===== src/design/tmbf_pkg.sv =====
// ----------------------------------------------------------------------------
// tmbf_pkg
// Widths, command/status types and helpers shared by the trimmed-mean filter.
// ----------------------------------------------------------------------------
`default_nettype none

package tmbf_pkg;

   localparam int SAMPLE_W   = 16;
   localparam int LEN_W      = 5;
   localparam int WINDOW_MAX = 16;
   localparam int TRIM_COUNT = 2;
   localparam int LEN_MIN    = 3;
   localparam int LEN_RESET  = 5;

   // longest window the length register can actually express
   localparam int LEN_CAP = (WINDOW_MAX < 2**LEN_W) ? WINDOW_MAX : 2**LEN_W - 1;

   localparam int SUM_W  = SAMPLE_W + $clog2(WINDOW_MAX) + 1;
   localparam int KEPT_W = SUM_W + 1;
   localparam int CNT_W  = $clog2(KEPT_W);

   typedef struct packed {
      logic take;   // request accepted, update accumulators
      logic prep;   // load divider from accumulators
      logic step;   // one quotient bit
      logic load;   // write result register
   } tmbf_cmd_type;

   typedef struct packed {
      logic window_done;   // the request on the port closes the window
      logic div_last;      // final quotient bit this cycle
      logic out_busy;      // result register still held
   } tmbf_status_type;

   function automatic logic [LEN_W-1:0] eff_len(input logic [LEN_W-1:0] len);
      logic [LEN_W-1:0] eff;
      if (int'(len) < LEN_MIN) begin
         eff = LEN_W'(LEN_MIN);
      end else if (int'(len) > LEN_CAP) begin
         eff = LEN_W'(LEN_CAP);
      end else begin
         eff = len;
      end
      return eff;
   endfunction

endpackage

`default_nettype wire


===== src/design/trimmed_mean_block_filter.sv =====
// ----------------------------------------------------------------------------
// trimmed_mean_block_filter
// Windowed mean of signed samples with the window's min and max dropped.
// ----------------------------------------------------------------------------
// Samples are taken one per cycle while a window fills; nothing comes out until
// the window_len-th request. That request then occupies the block while it
// forms the trimmed sum, runs the restoring divider producing one quotient bit
// per cycle and writes the result register, waiting while the previous result
// has not been taken. Writes to the length register take effect from the next
// request.
// ----------------------------------------------------------------------------
`default_nettype none

module trimmed_mean_block_filter (
   input  wire logic                                  clock,
   input  wire logic                                  reset,
   input  wire logic                                  req_valid,
   output logic                                       req_ready,
   input  wire logic signed [tmbf_pkg::SAMPLE_W-1:0]  req_sample,
   output logic                                       rsp_valid,
   input  wire logic                                  rsp_ready,
   output logic signed      [tmbf_pkg::SAMPLE_W-1:0]  rsp_average,
   input  wire logic                                  csr_write_en,
   input  wire logic        [tmbf_pkg::LEN_W-1:0]     csr_write_data
);

   tmbf_pkg::tmbf_cmd_type    cmd;
   tmbf_pkg::tmbf_status_type status;

   tmbf_ctrl u_ctrl (
      .clock     (clock),
      .reset     (reset),
      .req_valid (req_valid),
      .req_ready (req_ready),
      .status    (status),
      .cmd       (cmd)
   );

   tmbf_datapath u_datapath (
      .clock          (clock),
      .reset          (reset),
      .cmd            (cmd),
      .status         (status),
      .req_sample     (req_sample),
      .csr_write_en   (csr_write_en),
      .csr_write_data (csr_write_data),
      .rsp_valid      (rsp_valid),
      .rsp_ready      (rsp_ready),
      .rsp_average    (rsp_average)
   );

endmodule

`default_nettype wire


===== src/design/tmbf_ctrl.sv =====
// ----------------------------------------------------------------------------
// tmbf_ctrl
// Sequencer: accepts requests, runs the serial divide and the result write.
// ----------------------------------------------------------------------------
`default_nettype none

module tmbf_ctrl (
   input  wire logic                      clock,
   input  wire logic                      reset,
   input  wire logic                      req_valid,
   output logic                           req_ready,
   input  wire tmbf_pkg::tmbf_status_type status,
   output tmbf_pkg::tmbf_cmd_type         cmd
);

   typedef enum logic [3:0] {
      ST_IDLE = 4'b0001,
      ST_PREP = 4'b0010,
      ST_DIV  = 4'b0100,
      ST_LOAD = 4'b1000
   } tmbf_state_type;

   tmbf_state_type state_ff;
   tmbf_state_type state_in;

   always_comb begin
      state_in  = state_ff;
      cmd       = '0;
      req_ready = 1'b0;
      case (state_ff)
         ST_IDLE: begin
            req_ready = 1'b1;
            cmd.take  = req_valid;
            if (req_valid && status.window_done) begin
               state_in = ST_PREP;
            end
         end
         ST_PREP: begin
            cmd.prep = 1'b1;
            state_in = ST_DIV;
         end
         ST_DIV: begin
            cmd.step = 1'b1;
            if (status.div_last) begin
               state_in = ST_LOAD;
            end
         end
         ST_LOAD: begin
            // hold until the previous result has gone
            if (!status.out_busy) begin
               cmd.load = 1'b1;
               state_in = ST_IDLE;
            end
         end
         default: begin
            state_in = ST_IDLE;
         end
      endcase
   end

   always_ff @(posedge clock) begin
      if (reset) begin
         state_ff <= ST_IDLE;
      end else begin
         state_ff <= state_in;
      end
   end

endmodule

`default_nettype wire


===== src/design/tmbf_datapath.sv =====
// ----------------------------------------------------------------------------
// tmbf_datapath
// Window accumulators, bit-serial restoring divider and result register.
// ----------------------------------------------------------------------------
`default_nettype none

module tmbf_datapath (
   input  wire logic                                    clock,
   input  wire logic                                    reset,
   input  wire tmbf_pkg::tmbf_cmd_type                  cmd,
   output tmbf_pkg::tmbf_status_type                    status,
   input  wire logic signed [tmbf_pkg::SAMPLE_W-1:0]    req_sample,
   input  wire logic                                    csr_write_en,
   input  wire logic        [tmbf_pkg::LEN_W-1:0]       csr_write_data,
   output logic                                         rsp_valid,
   input  wire logic                                    rsp_ready,
   output logic signed      [tmbf_pkg::SAMPLE_W-1:0]    rsp_average
);

   logic        [tmbf_pkg::LEN_W-1:0]    len_ff, len_in;
   logic        [tmbf_pkg::LEN_W-1:0]    fill_ff, fill_in;
   logic signed [tmbf_pkg::SUM_W-1:0]    sum_ff, sum_in;
   logic signed [tmbf_pkg::SAMPLE_W-1:0] min_ff, min_in;
   logic signed [tmbf_pkg::SAMPLE_W-1:0] max_ff, max_in;
   logic        [tmbf_pkg::LEN_W-1:0]    divisor_ff, divisor_in;
   logic        [tmbf_pkg::LEN_W-1:0]    rem_ff, rem_in;
   logic        [tmbf_pkg::KEPT_W-1:0]   quo_ff, quo_in;
   logic                                 neg_ff, neg_in;
   logic        [tmbf_pkg::CNT_W-1:0]    cnt_ff, cnt_in;
   logic                                 rsp_valid_ff, rsp_valid_in;
   logic signed [tmbf_pkg::SAMPLE_W-1:0] rsp_average_ff, rsp_average_in;

   logic        [tmbf_pkg::LEN_W-1:0]    win_len;
   logic        [tmbf_pkg::LEN_W-1:0]    fill_next;
   logic signed [tmbf_pkg::SUM_W-1:0]    sample_ext;
   logic signed [tmbf_pkg::KEPT_W-1:0]   kept;
   logic        [tmbf_pkg::LEN_W:0]      rem_shift;
   logic        [tmbf_pkg::LEN_W:0]      rem_diff;
   logic        [tmbf_pkg::KEPT_W-1:0]   quo_signed;

   assign win_len    = tmbf_pkg::eff_len(len_ff);
   assign fill_next  = fill_ff + tmbf_pkg::LEN_W'(1);
   assign sample_ext = tmbf_pkg::SUM_W'(req_sample);

   // trimmed sum: drop one min and one max
   assign kept = tmbf_pkg::KEPT_W'(sum_ff) - tmbf_pkg::KEPT_W'(min_ff)
               - tmbf_pkg::KEPT_W'(max_ff);

   assign rem_shift  = {rem_ff, quo_ff[tmbf_pkg::KEPT_W-1]};
   assign rem_diff   = rem_shift - {1'b0, divisor_ff};
   assign quo_signed = neg_ff ? (~quo_ff + tmbf_pkg::KEPT_W'(1)) : quo_ff;

   // a length cut below the current fill closes the window on the next request
   assign status.window_done = (fill_next >= win_len);
   assign status.div_last    = (cnt_ff == '0);
   assign status.out_busy    = rsp_valid_ff && !rsp_ready;

   always_comb begin
      len_in         = len_ff;
      fill_in        = fill_ff;
      sum_in         = sum_ff;
      min_in         = min_ff;
      max_in         = max_ff;
      divisor_in     = divisor_ff;
      rem_in         = rem_ff;
      quo_in         = quo_ff;
      neg_in         = neg_ff;
      cnt_in         = cnt_ff;
      rsp_valid_in   = rsp_valid_ff;
      rsp_average_in = rsp_average_ff;

      if (csr_write_en) begin
         len_in = csr_write_data;
      end

      if (cmd.take) begin
         if (fill_ff == '0) begin
            sum_in = sample_ext;
            min_in = req_sample;
            max_in = req_sample;
         end else begin
            sum_in = sum_ff + sample_ext;
            if (req_sample < min_ff) begin
               min_in = req_sample;
            end
            if (req_sample > max_ff) begin
               max_in = req_sample;
            end
         end
         if (status.window_done) begin
            fill_in    = '0;
            divisor_in = win_len - tmbf_pkg::LEN_W'(tmbf_pkg::TRIM_COUNT);
         end else begin
            fill_in = fill_next;
         end
      end

      if (cmd.prep) begin
         neg_in = kept[tmbf_pkg::KEPT_W-1];
         quo_in = kept[tmbf_pkg::KEPT_W-1] ? tmbf_pkg::KEPT_W'(-kept)
                                           : tmbf_pkg::KEPT_W'(kept);
         rem_in = '0;
         cnt_in = tmbf_pkg::CNT_W'(tmbf_pkg::KEPT_W - 1);
      end

      if (cmd.step) begin
         if (!rem_diff[tmbf_pkg::LEN_W]) begin
            rem_in = rem_diff[tmbf_pkg::LEN_W-1:0];
            quo_in = {quo_ff[tmbf_pkg::KEPT_W-2:0], 1'b1};
         end else begin
            rem_in = rem_shift[tmbf_pkg::LEN_W-1:0];
            quo_in = {quo_ff[tmbf_pkg::KEPT_W-2:0], 1'b0};
         end
         cnt_in = cnt_ff - tmbf_pkg::CNT_W'(1);
      end

      if (rsp_ready) begin
         rsp_valid_in = 1'b0;
      end
      if (cmd.load) begin
         rsp_valid_in   = 1'b1;
         rsp_average_in = quo_signed[tmbf_pkg::SAMPLE_W-1:0];
      end
   end

   always_ff @(posedge clock) begin
      if (reset) begin
         len_ff       <= tmbf_pkg::LEN_W'(tmbf_pkg::LEN_RESET);
         fill_ff      <= '0;
         sum_ff       <= '0;
         cnt_ff       <= '0;
         rsp_valid_ff <= 1'b0;
      end else begin
         len_ff       <= len_in;
         fill_ff      <= fill_in;
         sum_ff       <= sum_in;
         cnt_ff       <= cnt_in;
         rsp_valid_ff <= rsp_valid_in;
      end
   end

   always_ff @(posedge clock) begin
      min_ff         <= min_in;
      max_ff         <= max_in;
      divisor_ff     <= divisor_in;
      rem_ff         <= rem_in;
      quo_ff         <= quo_in;
      neg_ff         <= neg_in;
      rsp_average_ff <= rsp_average_in;
   end

   assign rsp_valid   = rsp_valid_ff;
   assign rsp_average = rsp_average_ff;

endmodule

`default_nettype wire


===== config.mk =====
export PLATFORM = sky130hd
export DESIGN_NAME = trimmed_mean_block_filter
export DESIGN_NICKNAME = d
export VERILOG_FILES = /design/src/design/tmbf_pkg.sv /design/src/design/trimmed_mean_block_filter.sv /design/src/design/tmbf_ctrl.sv /design/src/design/tmbf_datapath.sv
export SDC_FILE = /design/constraint.sdc
export NUM_CORES = 1
export LEC_CHECK = 0
export BUFFER_PORTS_ARGS = -buffer_cell sky130_fd_sc_hd__buf_2
export CAP_MARGIN = 5
export CORE_MARGIN = 2
export CORE_UTILIZATION = 26
export CTS_CLUSTER_DIAMETER = 100
export DETAILED_ROUTE_END_ITERATION = 10
export PLACE_DENSITY = 0.5
export SKIP_CTS_REPAIR_TIMING = 1
export SLEW_MARGIN = 40
export SYNTH_ARGS = -nofsm -noshare
export SYNTH_HDL_FRONTEND = slang
export SYNTH_SLANG_ARGS = --single-unit

===== constraint.sdc =====
create_clock -name clock -period 3.9 [get_ports clock]
set_input_delay 0.585 -clock clock [delete_from_list [all_inputs] [get_ports clock]]
set_output_delay 0.585 -clock clock [all_outputs]
set_load 0.03 [all_outputs]

Yosys cells after proc, flatten, opt, wreduce, memory -nomap -nowiden:

Index checks and enable logic that the tools add are counted.

* bitwise operators: 1
* mux-type cells: 30
* reduce and logical (&&, ||, !) cells: 13
* add/sub/neg operators: 9
* $lt $le $gt $ge: 5
* equal/unequal tests: 7

Operator list (count)
* two-way mux 16 bit: 5
* two-way mux 22 bit: 3
* two-way mux 5 bit: 8
* negator 22 bit: 1
* subtractor 21 x 16 -> 22 bit: 1
* subtractor 22 x 16 -> 22 bit: 1
* adder 21 x 16 -> 21 bit: 1
* two-way mux 21 bit: 1
* adder 16 x 1 -> 16 bit, second input constant: 1
* > comparator 16 bit: 1
* less-than comparator 16 bit: 1
* inverter 16 bit: 1
* case mux 4 bit (4 select lines): 1
* two-way mux 4 bit: 3
* zero test 5 bit: 2
* two-way mux 1 bit: 9
* nonzero test 2 bit: 4
* AND reduction 2 bit: 3
* subtractor 6 x 5 -> 6 bit: 1
* adder 5 x 1 -> 5 bit, second input constant: 1
* >= comparator 5 bit: 1
* > comparator 5 bit, second input constant: 1
* less-than comparator 5 x 2 -> 1 bit, second input constant: 1
* subtractor 5 x 1 -> 5 bit, second input constant: 1
* 10 further kinds: 12

* input port bits: 26
* output and inout bits: 18
* bits in registers: 122
* logic and storage cells: 78

Depth between registers and ports, before layout:

* word-level depth: 7
* mapped depth: 14
* depth with buffers taken out: 13

Hierarchy:

Synthesis repeated with hierarchy kept, for this count alone.

* cell total of the unflattened synthesis: 978
* area, all modules: 9203.8 um^2

By module, submodules not included
* tmbf_datapath: instances 1, cells an instance 949, area each 8909.8 um^2
* tmbf_ctrl: instances 1, cells an instance 29, area each 294.0 um^2

Worst setup path before layout:

No wires, ideal clock.

* path kind: register to register
* start: register u_ctrl.state_ff[1]
* end: register u_datapath.max_ff[0] (netlist name), enable pin
* data required time: 3.501 ns
* slack: 0.109 ns
* data arrival time: 3.393 ns
* period minus slack after synthesis: 3.791 ns
* cell stages (with the launch flop): 7
* path buffers: 2
* cells stage by stage: dfxtp_1 -> nor4b_1 -> and2_0 -> clkbuf_1 -> clkbuf_1 -> o221ai_1 -> a31oi_1

* longest elaborated chain between the ends: 3

Ends and longest elaborated chain
* start: declaration: RTL line tmbf_ctrl.sv:23 `tmbf_state_type state_ff;`
* start signal: assignment: RTL line tmbf_ctrl.sv:65 `state_ff <= state_in;`
* == test 4 x 1 -> 1 bit: RTL line tmbf_ctrl.sv:30 `case (state_ff)`
* two-way mux 1 bit: RTL line tmbf_ctrl.sv:30
* AND reduction 2 bit (no source line)
* end signal: assignment: RTL line tmbf_datapath.sv:144 `max_ff <= max_in;`
* end: declaration: RTL line tmbf_datapath.sv:24 `logic signed [tmbf_pkg::SAMPLE_W-1:0] max_ff, max_in;`

Every way passes these cells.
A chain may end at the register's enable or synchronous reset.

Final worst setup path:

* start: register u_datapath.max_ff[2] (netlist name)
* end: register u_datapath.quo_ff[20] (netlist name), data pin

* longest elaborated chain between the ends: 5

Ends and longest elaborated chain
* subtractor 22 x 16 -> 22 bit (*): RTL line tmbf_datapath.sv:47 `- tmbf_pkg::KEPT_W'(max_ff);`
* negator 22 bit: RTL line tmbf_datapath.sv:100 `quo_in = kept[tmbf_pkg::KEPT_W-1] ? tmbf_pkg::KEPT_W'(-kept)`
* two-way mux 22 bit (*): RTL line tmbf_datapath.sv:100
* two-way mux 22 bit (*): RTL line tmbf_datapath.sv:98 `if (cmd.prep) begin`
* two-way mux 22 bit (*): RTL line tmbf_datapath.sv:106 `if (cmd.step) begin`
* net u_datapath.quo_in, one bit: RTL line tmbf_datapath.sv:27 `logic [tmbf_pkg::KEPT_W-1:0] quo_ff, quo_in;`
* end signal: assignment: RTL line tmbf_datapath.sv:147 `quo_ff <= quo_in;`
* end: declaration: RTL line tmbf_datapath.sv:27

Mark *: on every way through the listed nets, which the timed path passes. The rest lies on a longest branch. The select of a mux whose other input is x is not followed.

==> impl_metrics.env <==
export IMPL_comb_power_share_pct=55.5
export IMPL_synth_area_leaders="edfxtp_1, ha_1, dfxtp_1, fa_1, xnor2_1"
export IMPL_power_total_uw=7470
export IMPL_start_util_pct=26.4
export IMPL_netlist_area_um2=9390
export IMPL_drv_slew=0
export IMPL_p_int_uw=4450
export IMPL_dp_hpwl_um=16100
export IMPL_async_flop_share_pct=0
export IMPL_power_density_nw_per_um2=691
export IMPL_crit_fanout=7
export IMPL_cts_tree="built"
export IMPL_status="finished clean"
export IMPL_post_place_ws_ns=0.0853
export IMPL_critPathKind="flip-flop to flip-flop"
export IMPL_drt_iter0_markers=434
export IMPL_layout_drive_gt1_share_pct=14.0
export IMPL_regArea_um2=3250
export IMPL_die_h_um=194
export IMPL_swShare_pct=40.4
export IMPL_crit_required_ns=4.05
export IMPL_synth_area_per_cell_um2=9.59
export IMPL_routed_via_count=7030
export IMPL_path_clk_slew_ns=0.06
export IMPL_synthesis_nets=1119
export IMPL_period_share_pct=96.4
export IMPL_synth_most_common_cell="ha_1"
export IMPL_root_buffer="clkbuf_16"
export IMPL_hold_path_class="input pin to flip-flop"
export IMPL_io_pin_count=44
export IMPL_antenna_found_initial=0
export IMPL_synthTopCellsByCount="ha_1, nor2_1, edfxtp_1"
export IMPL_grt_pass1_vias=6827
export IMPL_drt_pass1_iterations=5
export IMPL_reg2reg_depth=12
export IMPL_core_area_um2=35600
export IMPL_synth_cell_types=91
export IMPL_routabilityCongestion=0.783
export IMPL_setup_violations=0
export IMPL_reg2reg_setup_slack_ns=0.14
export IMPL_synthCells=979
export IMPL_multi_input_area_um2=5700
export IMPL_cts_htree_levels=4
export IMPL_clock_path_buffers=2
export IMPL_viasPerCell=4.68
export IMPL_grt_pass1_wl_um=35200
export IMPL_yosysSeqAreaShare_pct=34.7
export IMPL_grt_ovfl_total=0
export IMPL_cts_sinks=122
export IMPL_cts_made_buffers=17
export IMPL_ys_warn_count=0
export IMPL_arrival_ns=3.91
export IMPL_synth_seq_cells=122
export IMPL_clkPwrFrac_pct=21.0
export IMPL_antenna_cells=0
export IMPL_fmax_ghz=0.266
export IMPL_yosys_area_top_type="edfxtp_1"
export IMPL_antenna_left=0
export IMPL_route_detailed_drc=0
export IMPL_finalHoldViolCount=0
export IMPL_period_needed_ns=3.76
export IMPL_seq_power_share_pct=23.5
export IMPL_routed_wirelength_um=21000
export IMPL_max_slew_margin_pct=53.0
export IMPL_port_buffers=43
export IMPL_grtUsageTotal_pct=11.4
export IMPL_nNetsFinal=1167
export IMPL_tns_ns=0
export IMPL_met3_length_um=535
export IMPL_maxUsedRoutingLayer="met4"
export IMPL_worst_setup_path_start_kind="flip-flop"
export IMPL_grt_max_degree=47
export IMPL_clock_latency_ns=0.43
export IMPL_die_w_um=194
export IMPL_p_sw_uw=3020
export IMPL_rsz0062_at_grt="true"
export IMPL_whs_path_depth=2
export IMPL_tightest_slew_ns=0.706
export IMPL_fin_skew_ns=0.0135
export IMPL_maxCapViolCount=0
export IMPL_fin_ws_ns=0.141
export IMPL_crit_path_end_kind="flip-flop"
export IMPL_synthToLayoutAreaGrowth_pct=15.1
export IMPL_met2_length_um=9280
export IMPL_peakVddDrop_v=0.000298
export IMPL_post_drt_wl_per_cell_um=14.0
export IMPL_dieArea_um2=37600
export IMPL_p_leak_uw=0.00433
export IMPL_fillers=3724
export IMPL_synth_edf_count=81
export IMPL_yosys_most_used_dff="edfxtp_1"
export IMPL_placementRows=69
export IMPL_routedLengthMet1_um=10900
export IMPL_yosysTopAreaCellShare_pct=25.9
==> routing by layer <==
metal / GRT usage [%] / up-vias
met5: 0 / -
met4: 3.37 / 0
met3: 1.90 / 18
met2: 17.8 / 75
met1: 16.2 / 3283
li1: - / 3654
==> layout by cell type (no fill, tap or decap), types with 8 or more instances in the layout <==
master	Yosys	routed
or3_1	11	11
a211oi_1	9	9
nor2b_1	13	13
o21ai_0	38	38
clkbuf_16	0	17
fa_1	23	22
nand3_1	21	21
nand2b_1	9	9
nor3_1	31	31
a311oi_1	12	12
and2_1	10	11
mux2i_1	8	8
nor2_1	88	88
ha_1	91	91
dfxtp_1	41	41
nand2_1	68	68
inv_1	76	76
a21oi_1	76	75
buf_2	2	42
xor2_1	18	17
xnor2_1	46	45
edfxtp_1	81	81
buf_4	2	21
o21a_1	14	14
a21o_1	16	16
and3_1	8	8
==> worst paths after layout <==
| check | startpoint | to |
|---|---|---|
| worst min register to register | u_datapath.cnt_ff[4] | u_datapath.cnt_ff[4] |
| worst max register to register | u_datapath.max_ff[2] | u_datapath.quo_ff[20] |
| worst min-delay path | csr_write_data[0] | u_datapath.len_ff[0] |
| worst max-delay path | u_datapath.max_ff[2] | u_datapath.quo_ff[20] |
==> sequential cells by signal, summed over array words and instances, names as in the netlist, 16 cells and up <==
signal and count:
u_datapath.max_ff 16, u_datapath.min_ff 16, u_datapath.quo_ff 22, u_datapath.rsp_average 16
u_datapath.sum_ff 21
==> critical path, cell delays in order, from the launching register on <==
cell and delay [ns]:
edfxtp_1 0.32, inv_1 0.07, fa_1 0.50, ha_1 0.43, a211oi_4 0.29, o21ai_2 0.11
a41o_4 0.31, a21oi_4 0.19, mux2_4 0.35, a2111oi_4 0.46, a41oi_1 0.19, xnor2_1 0.18
a21oi_1 0.08
==> through the flow <==
stage / hold WS [ns] / cell area, µm² / std cells / util, %
final: 0.364 / 10800 / 1501 / 30.4
after CTS: 0.352 / 10800 / 1501 / 30.2
after detailed placement: 0.471 / 10200 / 1469 / 28.6
after global routing: 0.364 / 10800 / 1501 / 30.4
after global placement: 0.469 / 10200 / 1469 / 28.6
after floorplan: 0.444 / 9390 / 979 / -
==> cell type report <==
class                           instances  share of cell area (%)
Timing Repair Buffer                   65                    3.78
Inverter                               76                    2.64
Sequential cell                       122                    30.1
Clock inverter                         15                    1.41
Clock buffer                           17                    3.94
Multi-Input combinational cell        745                    52.8
Tap cell                              461                    5.34
==> power groups by stage <==
stage / Sequential (µW) / Clock (µW) / Combinational [µW]
finish: 1750 / 1570 / 4150
detailed placement: 1780 / 0 / 4080
CTS: 1750 / 1600 / 4110
floorplan: 1750 / 0 / 3280
global placement: 1780 / 0 / 4020
global route: 1770 / 1660 / 4650
==> cell families (layout without fill, tap and decap cells) <==
logic type      Yosys count  after routing  share of synthesized area [%]
compound gates          246            246                           18.5
xor+xnor                 65             65                           6.15
fa+ha+maj               114            114                           17.0
buf+inv                 112            173                           5.51
flops                   122            122                           34.7
mux                      12             12                           1.40
other cells               1              1                         0.0400
simple gates            307            307                           16.7
(Power assumes the default switching activity.)
